===== config.mk =====
export PLATFORM = sky130hd
export DESIGN_NAME = mandelbrot_escape_time_core
export DESIGN_NICKNAME = d
export VERILOG_FILES = /design/src/rtl/core/mbet_pkg.sv /design/src/rtl/core/mandelbrot_escape_time_core.sv /design/src/rtl/core/mbet_div.sv /design/src/rtl/core/mbet_mul.sv
export SDC_FILE = /design/constraint.sdc
export NUM_CORES = 2
export LEC_CHECK = 0
export BUFFER_PORTS_ARGS = -buffer_cell sky130_fd_sc_hd__buf_2
export CAP_MARGIN = 20
export CELL_PAD_IN_SITES_DETAIL_PLACEMENT = 1
export CELL_PAD_IN_SITES_GLOBAL_PLACEMENT = 2
export CORE_MARGIN = 10
export CORE_UTILIZATION = 45
export DETAILED_ROUTE_END_ITERATION = 8
export PLACE_DENSITY_LB_ADDON = 0.1
export SLEW_MARGIN = 20
export SYNTH_ARGS = -nofsm -noshare
export SYNTH_HDL_FRONTEND = slang
export SYNTH_SLANG_ARGS = --single-unit

===== constraint.sdc =====
create_clock -name clk_i -period 16.3 [get_ports clk_i]
set_input_delay 4.075 -clock clk_i [delete_from_list [all_inputs] [get_ports clk_i]]
set_output_delay 4.075 -clock clk_i [all_outputs]
set_load 0.05 [all_outputs]

===== src/rtl/core/mbet_pkg.sv =====
// ----------------------------------------------------------------------------
// mbet_pkg
// shared types and constants of the escape-time core
// ----------------------------------------------------------------------------
package mbet_pkg;

  localparam int unsigned ROW_W      = 12;
  localparam int unsigned NUM_W      = ROW_W + 2;
  localparam int unsigned GRID_W     = 13;
  localparam int unsigned GRID_MAXV  = 8191;
  localparam int unsigned MAXIT_W    = 16;
  localparam int unsigned ITER_W     = 17;
  localparam int unsigned DIG_W      = 32;
  localparam int unsigned CFG_IDX_W  = 1;
  localparam int unsigned CFG_DATA_W = 16;

  localparam logic [GRID_W-1:0]  GRID_RESET  = 13'd2048;
  localparam logic [MAXIT_W-1:0] MAXIT_RESET = 16'd1000;

  localparam logic [CFG_IDX_W-1:0] CFG_GRID_SIZE = 1'd0;
  localparam logic [CFG_IDX_W-1:0] CFG_MAX_ITER  = 1'd1;

  typedef enum logic [3:0] {
    ST_IDLE,
    ST_DIV_X,
    ST_DIV_Y,
    ST_ITER,
    ST_MUL_XX,
    ST_MUL_YY,
    ST_CHECK,
    ST_MUL_XY,
    ST_DONE
  } state_e;

endpackage


===== src/rtl/core/mandelbrot_escape_time_core.sv =====
// ----------------------------------------------------------------------------
// mandelbrot_escape_time_core
// escape-time count for one pixel of a square grid, Q4.FracBits fixed point
// ----------------------------------------------------------------------------
// One pixel is in flight at a time and in_stall_o stays high while it is
// worked on. A bit-serial divider first maps row and column to c, one
// coordinate after the other. The escape loop then runs on a single shared
// multiplier, with three products and the ITER and CHECK control states
// per iteration. The result sits in an output register, so the next pixel
// is taken while it waits.
// ----------------------------------------------------------------------------
module mandelbrot_escape_time_core #(
  parameter int unsigned MaxGrid  = 4096,
  parameter int unsigned FracBits = 28
) (
  input  logic                              clk_i,
  input  logic                              rst_ni,
  input  logic                              cfg_we_i,
  input  logic [mbet_pkg::CFG_IDX_W-1:0]    cfg_idx_i,
  input  logic [mbet_pkg::CFG_DATA_W-1:0]   cfg_data_i,
  input  logic                              in_valid_i,
  output logic                              in_stall_o,
  input  logic [mbet_pkg::ROW_W-1:0]        row_i,
  input  logic [mbet_pkg::ROW_W-1:0]        col_i,
  output logic                              out_valid_o,
  input  logic                              out_stall_i,
  output logic [mbet_pkg::ITER_W-1:0]       iter_count_o,
  output logic                              escaped_o
);

  localparam int unsigned W      = FracBits + 4;
  localparam int unsigned QW     = FracBits + 5;
  localparam int unsigned SqW    = FracBits + 7;
  localparam int unsigned SW     = FracBits + 9;
  localparam int unsigned PmW    = FracBits + 6;
  localparam int unsigned PmRawW = 2 * W - (FracBits - 1);
  localparam int unsigned GW     = mbet_pkg::GRID_W;
  localparam int unsigned NW     = mbet_pkg::NUM_W;
  localparam int unsigned RW     = mbet_pkg::ROW_W;
  localparam int unsigned IW     = mbet_pkg::ITER_W;

  localparam logic [GW-1:0] GridCap =
    GW'((MaxGrid > mbet_pkg::GRID_MAXV) ? mbet_pkg::GRID_MAXV : MaxGrid);
  localparam logic [W-1:0]         MagLim = {1'b1, {(W-1){1'b0}}};
  localparam logic signed [W-1:0]  QMax   = {1'b0, {(W-1){1'b1}}};
  localparam logic signed [W-1:0]  QMin   = {1'b1, {(W-1){1'b0}}};
  localparam logic signed [SW-1:0] SatHi  = (SW'(1) << (W - 1)) - SW'(1);
  localparam logic signed [SW-1:0] SatLo  = ~SatHi;
  localparam logic [SqW:0]         Four   = (SqW + 1)'(4) << FracBits;
  localparam logic [PmRawW-1:0]    PmLim  = PmRawW'(1) << (FracBits + 5);

  function automatic logic signed [W-1:0] sat_q(input logic signed [SW-1:0] v);
    if (v > SatHi) begin
      return QMax;
    end else if (v < SatLo) begin
      return QMin;
    end
    return v[W-1:0];
  endfunction

  function automatic logic signed [W-1:0] to_q(input logic [QW-1:0] quo,
                                               input logic big,
                                               input logic neg);
    logic [QW:0]  mag_r;
    logic [W-1:0] mag;
    mag_r = ({1'b0, quo} + (QW + 1)'(1)) >> 1;
    if (big || (mag_r > (QW + 1)'(MagLim))) begin
      mag = MagLim;
    end else begin
      mag = mag_r[W-1:0];
    end
    if (neg) begin
      return $signed(~mag + W'(1));
    end else if (mag == MagLim) begin
      return QMax;
    end
    return $signed(mag);
  endfunction

  // configuration
  logic [GW-1:0]                   grid_q;
  logic [mbet_pkg::MAXIT_W-1:0]    max_iter_q;

  // sequencer and datapath
  mbet_pkg::state_e                state_q, state_d;
  logic                            negx_q, negy_q;
  logic [NW-1:0]                   my_q;
  logic signed [W-1:0]             cx_q, cy_q, x_q, y_q;
  logic [SqW-1:0]                  xx_q, yy_q;
  logic [IW-1:0]                   count_q;
  logic                            esc_q;

  // output word
  logic                            out_valid_q;
  logic [IW-1:0]                   iter_count_q;
  logic                            escaped_q;

  // control
  logic                            div_start, div_done, div_big;
  logic [QW-1:0]                   div_quo;
  logic                            mul_start, mul_done;
  logic [2*W-1:0]                  mul_prod;
  logic                            out_load;

  // combinational datapath
  logic [GW-1:0]                   grid_n;
  logic [RW-1:0]                   half;
  logic [NW-1:0]                   dx, dy, absx, absy, mx, my;
  logic [NW-1:0]                   div_num;
  logic [W-1:0]                    ax, ay, mul_a, mul_b;
  logic [SqW:0]                    sumsq;
  logic                            esc_now, lim_now;
  logic [PmRawW-1:0]               pm_raw;
  logic [PmW-1:0]                  pm;
  logic                            inx;
  logic signed [SW-1:0]            xy;
  logic signed [W-1:0]             x_new, y_new;
  logic signed [W-1:0]             cvt;

  assign grid_n = (grid_q < GW'(2)) ? GW'(2) : ((grid_q > GridCap) ? GridCap : grid_q);
  assign half   = grid_n[GW-1:1];
  assign dx     = {2'b00, row_i} - {2'b00, half};
  assign dy     = {2'b00, col_i} - {2'b00, half};
  assign absx   = dx[NW-1] ? (NW'(0) - dx) : dx;
  assign absy   = dy[NW-1] ? (NW'(0) - dy) : dy;
  assign mx     = {absx[RW-1:0], 2'b00};
  assign my     = {absy[RW-1:0], 2'b00};
  assign div_num = (state_q == mbet_pkg::ST_IDLE) ? mx : my_q;

  assign ax = x_q[W-1] ? (W'(0) - W'(x_q)) : W'(x_q);
  assign ay = y_q[W-1] ? (W'(0) - W'(y_q)) : W'(y_q);

  assign sumsq   = {1'b0, xx_q} + {1'b0, yy_q};
  assign esc_now = sumsq > Four;
  assign lim_now = count_q >= IW'(max_iter_q);

  assign pm_raw = mul_prod[2*W-1:FracBits-1];
  assign inx    = |mul_prod[FracBits-2:0];
  assign pm     = (pm_raw > PmLim) ? PmLim[PmW-1:0] : pm_raw[PmW-1:0];
  assign xy     = (x_q[W-1] != y_q[W-1]) ? (SW'(0) - SW'(pm) - SW'(inx)) : SW'(pm);
  assign y_new  = sat_q(xy + SW'(cy_q));
  assign x_new  = sat_q($signed(SW'(xx_q)) - $signed(SW'(yy_q)) + SW'(cx_q));
  assign cvt    = to_q(div_quo, div_big,
                       (state_q == mbet_pkg::ST_DIV_X) ? negx_q : negy_q);

  always_comb begin
    case (state_q)
      mbet_pkg::ST_MUL_XX: begin
        mul_a = ay;
        mul_b = ay;
      end
      mbet_pkg::ST_CHECK: begin
        mul_a = ax;
        mul_b = ay;
      end
      default: begin
        mul_a = ax;
        mul_b = ax;
      end
    endcase
  end

  mbet_div #(
    .FracBits (FracBits)
  ) u_div (
    .clk_i   (clk_i),
    .rst_ni  (rst_ni),
    .start_i (div_start),
    .num_i   (div_num),
    .den_i   (grid_n),
    .done_o  (div_done),
    .quo_o   (div_quo),
    .big_o   (div_big)
  );

  mbet_mul #(
    .Width (W)
  ) u_mul (
    .clk_i   (clk_i),
    .rst_ni  (rst_ni),
    .start_i (mul_start),
    .a_i     (mul_a),
    .b_i     (mul_b),
    .done_o  (mul_done),
    .prod_o  (mul_prod)
  );

  // next state
  always_comb begin
    state_d = state_q;
    case (state_q)
      mbet_pkg::ST_IDLE: begin
        if (in_valid_i) state_d = mbet_pkg::ST_DIV_X;
      end
      mbet_pkg::ST_DIV_X: begin
        if (div_done) state_d = mbet_pkg::ST_DIV_Y;
      end
      mbet_pkg::ST_DIV_Y: begin
        if (div_done) state_d = mbet_pkg::ST_ITER;
      end
      mbet_pkg::ST_ITER: begin
        state_d = mbet_pkg::ST_MUL_XX;
      end
      mbet_pkg::ST_MUL_XX: begin
        if (mul_done) state_d = mbet_pkg::ST_MUL_YY;
      end
      mbet_pkg::ST_MUL_YY: begin
        if (mul_done) state_d = mbet_pkg::ST_CHECK;
      end
      mbet_pkg::ST_CHECK: begin
        if (esc_now || lim_now) state_d = mbet_pkg::ST_DONE;
        else state_d = mbet_pkg::ST_MUL_XY;
      end
      mbet_pkg::ST_MUL_XY: begin
        if (mul_done) state_d = mbet_pkg::ST_ITER;
      end
      mbet_pkg::ST_DONE: begin
        if (!out_valid_q || !out_stall_i) state_d = mbet_pkg::ST_IDLE;
      end
      default: begin
        state_d = mbet_pkg::ST_IDLE;
      end
    endcase
  end

  // control outputs
  always_comb begin
    in_stall_o = (state_q != mbet_pkg::ST_IDLE);
    div_start  = 1'b0;
    mul_start  = 1'b0;
    out_load   = 1'b0;
    case (state_q)
      mbet_pkg::ST_IDLE:   div_start = in_valid_i;
      mbet_pkg::ST_DIV_X:  div_start = div_done;
      mbet_pkg::ST_ITER:   mul_start = 1'b1;
      mbet_pkg::ST_MUL_XX: mul_start = mul_done;
      mbet_pkg::ST_CHECK:  mul_start = !esc_now && !lim_now;
      mbet_pkg::ST_DONE:   out_load  = !out_valid_q || !out_stall_i;
      default: begin
        div_start = 1'b0;
      end
    endcase
  end

  always_ff @(posedge clk_i or negedge rst_ni) begin
    if (!rst_ni) begin
      state_q     <= mbet_pkg::ST_IDLE;
      grid_q      <= mbet_pkg::GRID_RESET;
      max_iter_q  <= mbet_pkg::MAXIT_RESET;
      out_valid_q <= 1'b0;
    end else begin
      state_q <= state_d;
      if (cfg_we_i) begin
        case (cfg_idx_i)
          mbet_pkg::CFG_GRID_SIZE: grid_q     <= cfg_data_i[GW-1:0];
          mbet_pkg::CFG_MAX_ITER:  max_iter_q <= cfg_data_i;
          default: begin
            grid_q <= grid_q;
          end
        endcase
      end
      if (out_load) begin
        out_valid_q <= 1'b1;
      end else if (!out_stall_i) begin
        out_valid_q <= 1'b0;
      end
    end
  end

  always_ff @(posedge clk_i) begin
    case (state_q)
      mbet_pkg::ST_IDLE: begin
        negx_q <= dx[NW-1];
        negy_q <= dy[NW-1];
        my_q   <= my;
      end
      mbet_pkg::ST_DIV_X: begin
        if (div_done) cx_q <= cvt;
      end
      mbet_pkg::ST_DIV_Y: begin
        if (div_done) begin
          cy_q    <= cvt;
          x_q     <= cx_q;
          y_q     <= cvt;
          count_q <= IW'(1);
        end
      end
      mbet_pkg::ST_MUL_XX: begin
        if (mul_done) xx_q <= mul_prod[FracBits +: SqW];
      end
      mbet_pkg::ST_MUL_YY: begin
        if (mul_done) yy_q <= mul_prod[FracBits +: SqW];
      end
      mbet_pkg::ST_CHECK: begin
        esc_q <= esc_now;
        if (!esc_now) count_q <= count_q + IW'(1);
      end
      mbet_pkg::ST_MUL_XY: begin
        if (mul_done) begin
          x_q <= x_new;
          y_q <= y_new;
        end
      end
      default: begin
        esc_q <= esc_q;
      end
    endcase
    if (out_load) begin
      iter_count_q <= count_q;
      escaped_q    <= esc_q;
    end
  end

  assign out_valid_o  = out_valid_q;
  assign iter_count_o = iter_count_q;
  assign escaped_o    = escaped_q;

  a_mul_done_in_mul_state : assert property (@(posedge clk_i) disable iff (!rst_ni)
    mul_done |-> (state_q == mbet_pkg::ST_MUL_XX) || (state_q == mbet_pkg::ST_MUL_YY) ||
                 (state_q == mbet_pkg::ST_MUL_XY))
    else $error("multiplier finished outside a multiply phase");

  a_div_done_in_div_state : assert property (@(posedge clk_i) disable iff (!rst_ni)
    div_done |-> (state_q == mbet_pkg::ST_DIV_X) || (state_q == mbet_pkg::ST_DIV_Y))
    else $error("divider finished outside a conversion phase");

  a_count_bounded : assert property (@(posedge clk_i) disable iff (!rst_ni)
    (state_q == mbet_pkg::ST_CHECK) |->
      (count_q <= IW'(max_iter_q)) || (count_q == IW'(1)))
    else $error("loop count ran past the iteration limit");

  a_limit_count : assert property (@(posedge clk_i) disable iff (!rst_ni)
    (state_q == mbet_pkg::ST_DONE) && !esc_q |->
      (count_q == IW'(max_iter_q) + IW'(1)) ||
      ((max_iter_q == '0) && (count_q == IW'(2))))
    else $error("non-escaped word has wrong final count");

  a_word_from_done : assert property (@(posedge clk_i) disable iff (!rst_ni)
    $rose(out_valid_q) |-> $past(state_q) == mbet_pkg::ST_DONE)
    else $error("output word raised without a finished pixel");

endmodule


===== src/rtl/core/mbet_div.sv =====
// ----------------------------------------------------------------------------
// mbet_div
// restoring divider, one quotient bit per cycle, with overflow flag
// ----------------------------------------------------------------------------
module mbet_div #(
  parameter int unsigned FracBits = 28
) (
  input  logic                          clk_i,
  input  logic                          rst_ni,
  input  logic                          start_i,
  input  logic [mbet_pkg::NUM_W-1:0]    num_i,
  input  logic [mbet_pkg::GRID_W-1:0]   den_i,
  output logic                          done_o,
  output logic [FracBits+4:0]           quo_o,
  output logic                          big_o
);

  localparam int unsigned QW    = FracBits + 5;
  localparam int unsigned Steps = mbet_pkg::NUM_W + FracBits + 1;
  localparam int unsigned CntW  = $clog2(Steps + 1);
  localparam int unsigned RemW  = mbet_pkg::GRID_W;

  logic                          run_q;
  logic [CntW-1:0]               cnt_q;
  logic [mbet_pkg::NUM_W-1:0]    num_q;
  logic [RemW-1:0]               den_q;
  logic [RemW-1:0]               rem_q;
  logic [QW-1:0]                 quo_q;
  logic                          big_q;

  logic [RemW:0]                 rem2;
  logic [RemW:0]                 rem_sub;
  logic                          ge;
  logic [RemW-1:0]               rem_d;

  assign rem2    = {rem_q, num_q[mbet_pkg::NUM_W-1]};
  assign rem_sub = rem2 - {1'b0, den_q};
  assign ge      = rem2 >= {1'b0, den_q};
  assign rem_d   = ge ? rem_sub[RemW-1:0] : rem2[RemW-1:0];

  always_ff @(posedge clk_i or negedge rst_ni) begin
    if (!rst_ni) begin
      run_q <= 1'b0;
      cnt_q <= '0;
    end else if (start_i) begin
      run_q <= 1'b1;
      cnt_q <= CntW'(Steps);
    end else if (cnt_q != '0) begin
      cnt_q <= cnt_q - CntW'(1);
    end else begin
      run_q <= 1'b0;
    end
  end

  always_ff @(posedge clk_i) begin
    if (start_i) begin
      num_q <= num_i;
      den_q <= den_i;
      rem_q <= '0;
      quo_q <= '0;
      big_q <= 1'b0;
    end else if (cnt_q != '0) begin
      num_q <= num_q << 1;
      rem_q <= rem_d;
      quo_q <= {quo_q[QW-2:0], ge};
      big_q <= big_q | quo_q[QW-1];
    end
  end

  assign done_o = run_q && (cnt_q == '0);
  assign quo_o  = quo_q;
  assign big_o  = big_q;

endmodule


===== src/rtl/core/mbet_mul.sv =====
// ----------------------------------------------------------------------------
// mbet_mul
// shared unsigned multiplier, one digit of b per cycle, msb digit first
// ----------------------------------------------------------------------------
module mbet_mul #(
  parameter int unsigned Width = 32
) (
  input  logic                 clk_i,
  input  logic                 rst_ni,
  input  logic                 start_i,
  input  logic [Width-1:0]     a_i,
  input  logic [Width-1:0]     b_i,
  output logic                 done_o,
  output logic [2*Width-1:0]   prod_o
);

  localparam int unsigned DigW   = mbet_pkg::DIG_W;
  localparam int unsigned NumDig = (Width + DigW - 1) / DigW;
  localparam int unsigned PadW   = NumDig * DigW;
  localparam int unsigned PpW    = Width + DigW;
  localparam int unsigned AccW   = Width + PadW;
  localparam int unsigned CntW   = (NumDig > 1) ? $clog2(NumDig) : 1;

  logic                pp_v_q;
  logic [CntW-1:0]     cnt_q;
  logic [Width-1:0]    a_q;
  logic [PadW-1:0]     b_q;
  logic [PpW-1:0]      pp_q;
  logic [AccW-1:0]     acc_q;

  logic [PadW-1:0]     b_pad;
  logic [AccW-1:0]     acc_sum;

  assign b_pad   = PadW'(b_i);
  assign acc_sum = (acc_q << DigW) + AccW'(pp_q);

  always_ff @(posedge clk_i or negedge rst_ni) begin
    if (!rst_ni) begin
      pp_v_q <= 1'b0;
      cnt_q  <= '0;
    end else if (start_i) begin
      pp_v_q <= 1'b1;
      cnt_q  <= CntW'(NumDig - 1);
    end else if (cnt_q != '0) begin
      cnt_q  <= cnt_q - CntW'(1);
    end else begin
      pp_v_q <= 1'b0;
    end
  end

  always_ff @(posedge clk_i) begin
    if (start_i) begin
      a_q   <= a_i;
      b_q   <= b_pad << DigW;
      pp_q  <= PpW'(a_i) * PpW'(b_pad[PadW-1 -: DigW]);
      acc_q <= '0;
    end else if (cnt_q != '0) begin
      b_q   <= b_q << DigW;
      pp_q  <= PpW'(a_q) * PpW'(b_q[PadW-1 -: DigW]);
      acc_q <= acc_sum;
    end
  end

  assign done_o = pp_v_q && (cnt_q == '0);
  assign prod_o = acc_sum[2*Width-1:0];

endmodule


Yosys cells after proc, flatten, opt, wreduce, memory -nomap -nowiden
Cells that the tools add are included.
Widths: inputs -> output; s select.
{"block": "word_totals", "out_inout_bits": 20, "register_bits": 461, "word_cells": 179, "inputBits": 46}
{"block": "classes", "reduce_logical": 30, "add_sub_neg": 19, "eq_ne": 21, "multipliers": 1, "bitwise": 4, "magnitude_cmp": 11, "muxes": 64}
{"cell": "$mux 32", "count": 18}
{"cell": "$mux 64", "count": 2}
{"cell": "$pmux 32 s2", "count": 2}
{"cell": "$gt 37x32->1 const B", "count": 2}
{"cell": "$lt 37x32->1 const B", "count": 2}
{"cell": "$add 64x64->64", "count": 1}
{"cell": "$mul 32x32->64", "count": 1}
{"cell": "$sub 1x32->32 const A", "count": 2}
{"cell": "$mux 14", "count": 3}
{"cell": "$mux 13", "count": 3}
{"cell": "$add 36x32->37", "count": 1}
{"cell": "$add 37x32->37", "count": 1}
{"cell": "$gt 37x34->1 const B", "count": 1}
{"cell": "$mux 37", "count": 1}
{"cell": "$add 35x35->36", "count": 1}
{"cell": "$gt 36x31->1 const B", "count": 1}
{"cell": "$pmux 4 s9", "count": 1}
{"cell": "$sub 35x2->36", "count": 1}
{"cell": "$sub 35x35->36", "count": 1}
{"cell": "$sub 1x34->35 const A", "count": 1}
{"cell": "$add 33x1->34 const B", "count": 1}
{"cell": "$mux 17", "count": 2}
{"cell": "$mux 34", "count": 1}
{"cell": "$pmux 17 s2", "count": 1}
{"cell": "42 further kinds", "count": 99}

Depth between registers and ports, before layout
{"block": "depth", "depth_word": 13, "ltp_mapped": 40, "ltp_nobuf": 37}

Modules after synthesis
From an unflattened synthesis, not the netlist that was laid out.
{"block": "hier_totals", "cells_unflattened": 7513, "hier_area_um2": 67270.8}
{"mod": "mbet_mul", "cells_per_inst": 3863, "seq_area_each_um2": 1946.9, "n_inst": 1, "area_each_um2": 35637.9}
{"mod": "mandelbrot_escape_time_core", "cells_per_inst": 3254, "seq_area_each_um2": 8306.7, "n_inst": 1, "area_each_um2": 27734.1}
{"mod": "mbet_div", "cells_per_inst": 396, "seq_area_each_um2": 1926.8, "n_inst": 1, "area_each_um2": 3898.7}

Worst setup path after synthesis
Ideal clock, no wire load.
{"block": "synth_path", "kind": "reg2reg", "start": "register x_q[6]", "end": "register u_mul.pp_q[56] (data pin)", "setup_slack_ns": 5.357, "t_required_ns": 16.030, "path_buffers": 2, "path_stages_with_launch": 37, "arrival_ns": 10.673, "setup_ns": 0.270, "synth_period_minus_slack_ns": 10.943, "path_cell_list": "edfxtp_1 or4_1 or4_1 or3_1 or4_1 or3_1 nand2b_1 o31ai_1 xnor2_1 nand2b_1 and2_1 clkbuf_1 buf_1 nand2_1 fa_1 inv_1 fa_1 inv_1 fa_1 inv_1 fa_1 fa_1 fa_1 fa_1 fa_1 ha_1 a21oi_1 o21ai_0 a21o_1 a221o_1 nand3b_1 o21ai_0 nor4bb_1 o31ai_1 a2111oi_0 or3b_2 a21oi_1"}
{"block": "synth_between", "elab_chain_cells": 5, "elab_cells_between_ends": 6, "cone_classes": "add/sub (1); mul (1); mux (4)"}
{"element": "from (decl)", "line_no": "mandelbrot_escape_time_core.sv:88", "source": "logic signed [W-1:0] cx_q, cy_q, x_q, y_q;"}
{"element": "from (signal assigned)", "line_no": "mandelbrot_escape_time_core.sv:283", "source": "x_q <= cx_q;"}
{"element": "from (signal assigned)", "line_no": "mandelbrot_escape_time_core.sv:300", "source": "x_q <= x_new;"}
{"element": "$sub 1x32->32", "line_no": "mandelbrot_escape_time_core.sv:130", "source": "assign ax = x_q[W-1] ? (W'(0) - W'(x_q)) : W'(x_q);"}
{"element": "$mux 32 *", "line_no": "mandelbrot_escape_time_core.sv:130"}
{"element": "$mux 32", "line_no": "mandelbrot_escape_time_core.sv:147", "source": "case (state_q)"}
{"element": "$mul 32x32->64 *", "line_no": "mbet_mul.sv:55", "source": "pp_q <= PpW'(a_i) * PpW'(b_pad[PadW-1 -: DigW]);"}
{"element": "$mux 64 *", "line_no": "mbet_mul.sv:52", "source": "if (start_i) begin"}
{"element": "to (signal assigned)", "line_no": "mbet_mul.sv:55"}
{"element": "to (signal assigned)", "line_no": "mbet_mul.sv:59", "source": "pp_q <= PpW'(a_q) * PpW'(b_q[PadW-1 -: DigW]);"}
{"element": "to (decl)", "line_no": "mbet_mul.sv:28", "source": "logic [PpW-1:0] pp_q;"}
Every way passes the cells marked *; elsewhere a longest branch is shown, timed or not.
A chain may end at the register's enable or synchronous reset.

Worst setup path after layout
{"block": "layout_path", "start": "register x_q[6]", "end": "register u_mul.pp_q[51] (data pin)"}
Same word-level chain as after synthesis.

==> flow_metrics.tcl <==
set metrics [dict create \
    p_leak_nw 31.5 \
    synth_warnings 0 \
    ys_seq_elements 426 \
    hpwl_um 188000 \
    cts_sinks 426 \
    seq_area_frac_synth_pct 18.6 \
    rr_startpoint "x_q[6]" \
    worst_pin_slew_ps 1220 \
    globalplace.congestion 0.942 \
    crit_top_cell "fa_1" \
    cts_root_buffer "clkbuf_16" \
    dieHeight_um 401 \
    wl_per_cell_um 25.0 \
    netlist_instances 7557 \
    grt_max_degree 65 \
    hp-class "flip-flop to flip-flop" \
    grt_pass1_vias 58400 \
    ctsResizeCount 0 \
    drt_iter0_drc 3610 \
    slew-limit-headroom_pct 17.6 \
    postRouteAntennaNets 0 \
    crit_end "u_mul.pp_q[51]" \
    drive_gt1_share_pct 6.18 \
    setup_tns_ps 0 \
    port_buffers 65 \
    crit_slowest_cell "o21ai_0" \
    maxCapViolations 0 \
    drv_slew 0 \
    cp-startpoint "x_q[6]" \
    cts_tree "done" \
    rsz0062_at_grt "no" \
    gr-total-overflow 0 \
    drc_errors 0 \
    crit_arrival_ps 13210 \
    timing.final.hold_violations 0 \
    ios 66 \
    crit_buf_inv 4 \
    setup_violations 0 \
    dieArea_um2 160000 \
    finalCritPeriodShare_pct 78.9 \
    first_pass_iters 5 \
    holdBufCountCts 0 \
    synth.distinct_cells 95 \
    ir_drop_uv 90.1 \
    clock.fmax_mhz 77.7 \
    grt_pass1_wl_um 362000 \
    r2r-end "u_mul.pp_q[51]" \
    grt_usage_pct 29.0 \
    synth_area_per_cell_um2 8.62 \
    routed_wl_um 235000 \
    hold_slack_ps 502 \
    netlist_area_um2 65200 \
    crit_cells 32 \
    cts_buffers 54 \
    vias 54400 \
    path_delay_family "adder cells" \
    cts.clk_slew.worst_paths_ps 80 \
    powerDensity_nw_per_um2 36.9 \
    async_flop_share_pct 9.86 \
    cp_max_fo 15 \
    fin_skew_ps 34.3 \
    fin_crit_ps 12870 \
    antenna_found_initial 14 \
    criticalPathCategory "flip-flop to flip-flop" \
    rows 139 \
    required_ps 16650 \
    rrSetupSlack_ps 3430 \
    critPathCaptureType "flip-flop" \
    critPathLaunchType "flip-flop" \
    r2r_cells 32 \
    postCtsSetupBuffers 0 \
    cts_buffer_depth 3 \
    synth_edf_count 337 \
    final_nets 8866 \
    pre_cts_ws_ps 3370 \
    area_growth_pct 7.05 \
    p_total_mw 2.58 \
    setup_ws_ps 3430 \
    cts_max_level 2 \
    synthFlopType "edfxtp_1" \
    clk_latency_ps 640 \
    status "finished clean" \
    die_w_um 401 \
    vias_per_cell 5.79 \
    start_util_pct 45.3 \
    syn_nets 8977 \
    core_area_um2 144000 \
    critPathMaxStageDelay_ps 910 \
]
worst min-delay path by stage:
stage / from / endpoint / slack, ps / depth (start not counted)
4_1_cts: grid_q[12] / u_div.den_q[12] / 500 / 0
6_report: grid_q[12] / u_div.den_q[12] / 500 / 0
5_1_grt: grid_q[12] / u_div.den_q[12] / 530 / 0
2_1_floorplan: esc_q / escaped_o / 400 / 0
3_5_place_dp: grid_q[12] / u_div.den_q[12] / 490 / 0
3_3_place_gp: grid_q[12] / u_div.den_q[12] / 480 / 0
flip-flops by register name (all words and copies together), names as in the netlist, 4 cells and up:
signal        cells
u_mul.pp_q       64
y_q              32
grid_q           13
u_div.num_q      12
iter_count_o     17
xx_q             35
my_q             12
u_div.quo_o      33
u_div.cnt_q       6
cx_q             32
yy_q             35
state_q           4
cy_q             32
count_q          17
u_div.den_q      13
u_div.rem_q      13
max_iter_q       16
x_q              32
power by group:
part | switching (mW) | total (mW) | internal [mW]
Combinational | 0.110 | 0.193 | 0.0834
Sequential | 0.00726 | 1.19 | 1.18
Clock | 0.528 | 1.20 | 0.670
Total | 0.645 | 2.58 | 1.93
placed cells by master, fill, tap and decap left out, drive strengths merged, types with 58 or more instances in the layout:
cell type / instances
a21o: 92
a21oi: 405
and2: 95
buf: 208
clkbuf: 62
edfxtp: 337
fa: 903
ha: 471
inv: 1163
nand2: 1239
nand2b: 62
nand3: 105
nor2: 517
nor2b: 58
nor3: 112
o21a: 64
o21ai: 308
xnor2: 220
xor2: 135
layout make-up:
cell class / instances / area, um^2
Antenna cell: 4 / 10.0
Clock buffer: 62 / 1400
Clock inverter: 37 / 325
Fill cell: 16800 / 74100
Inverter: 1158 / 4350
Multi-Input combinational cell: 5598 / 47800
Sequential cell: 426 / 12100
Tap cell: 1903 / 2380
Timing Repair Buffer: 208 / 1400
synthesized netlist by cell type, types with 49 or more instances:
| master | count | area, um^2 |
|---|---|---|
| nor3_1 | 111 | 556 |
| nand3_1 | 105 | 526 |
| fa_1 | 903 | 18100 |
| nand2b_1 | 62 | 388 |
| inv_1 | 1156 | 4340 |
| nand2_1 | 1239 | 4650 |
| nor4_1 | 56 | 350 |
| and2_1 | 94 | 588 |
| o21a_1 | 64 | 480 |
| nand4_1 | 53 | 332 |
| ha_1 | 471 | 5890 |
| clkbuf_1 | 351 | 1320 |
| xor2_1 | 135 | 1180 |
| a21oi_1 | 405 | 2030 |
| a21o_1 | 92 | 691 |
| and3_1 | 49 | 307 |
| xnor2_1 | 220 | 1930 |
| nor2_1 | 517 | 1940 |
| edfxtp_1 | 337 | 10100 |
| nor2b_1 | 58 | 363 |
| o21ai_0 | 285 | 1430 |
routing by layer:
metal  global-route usage [%]  wire length, um
met5                        0                0
met4                     9.05             8160
met3                     3.46            12800
met2                     50.1           114000
met1                     37.9            99500
kinds of logic (layout without fill, tap and decap cells):
family / after synthesis / count (layout) / synth area share [%]
adders and majority gates: 1374 / 1374 / 36.8
other: 0 / 4 / 0
xor gates and xnor gates: 355 / 355 / 4.77
muxes: 70 / 70 / 1.15
DFF: 426 / 426 / 18.6
AOI/OAI and AO/OA: 1316 / 1316 / 12.9
and+or+nand+nor: 2483 / 2483 / 17.0
buffers and inverters: 1533 / 1465 / 8.85
stage by stage:
step / util (%) / cell area (um^2) / instances
global route: 48.5 / 69800 / 9392
CTS: 48.5 / 69700 / 9392
finish: 48.5 / 69800 / 9396
global placement: 47.3 / 68000 / 9292
floorplan: - / 65200 / 7557
detailed placement: 47.3 / 68000 / 9293
No activity file was read; power rests on OpenSTA's default activity.
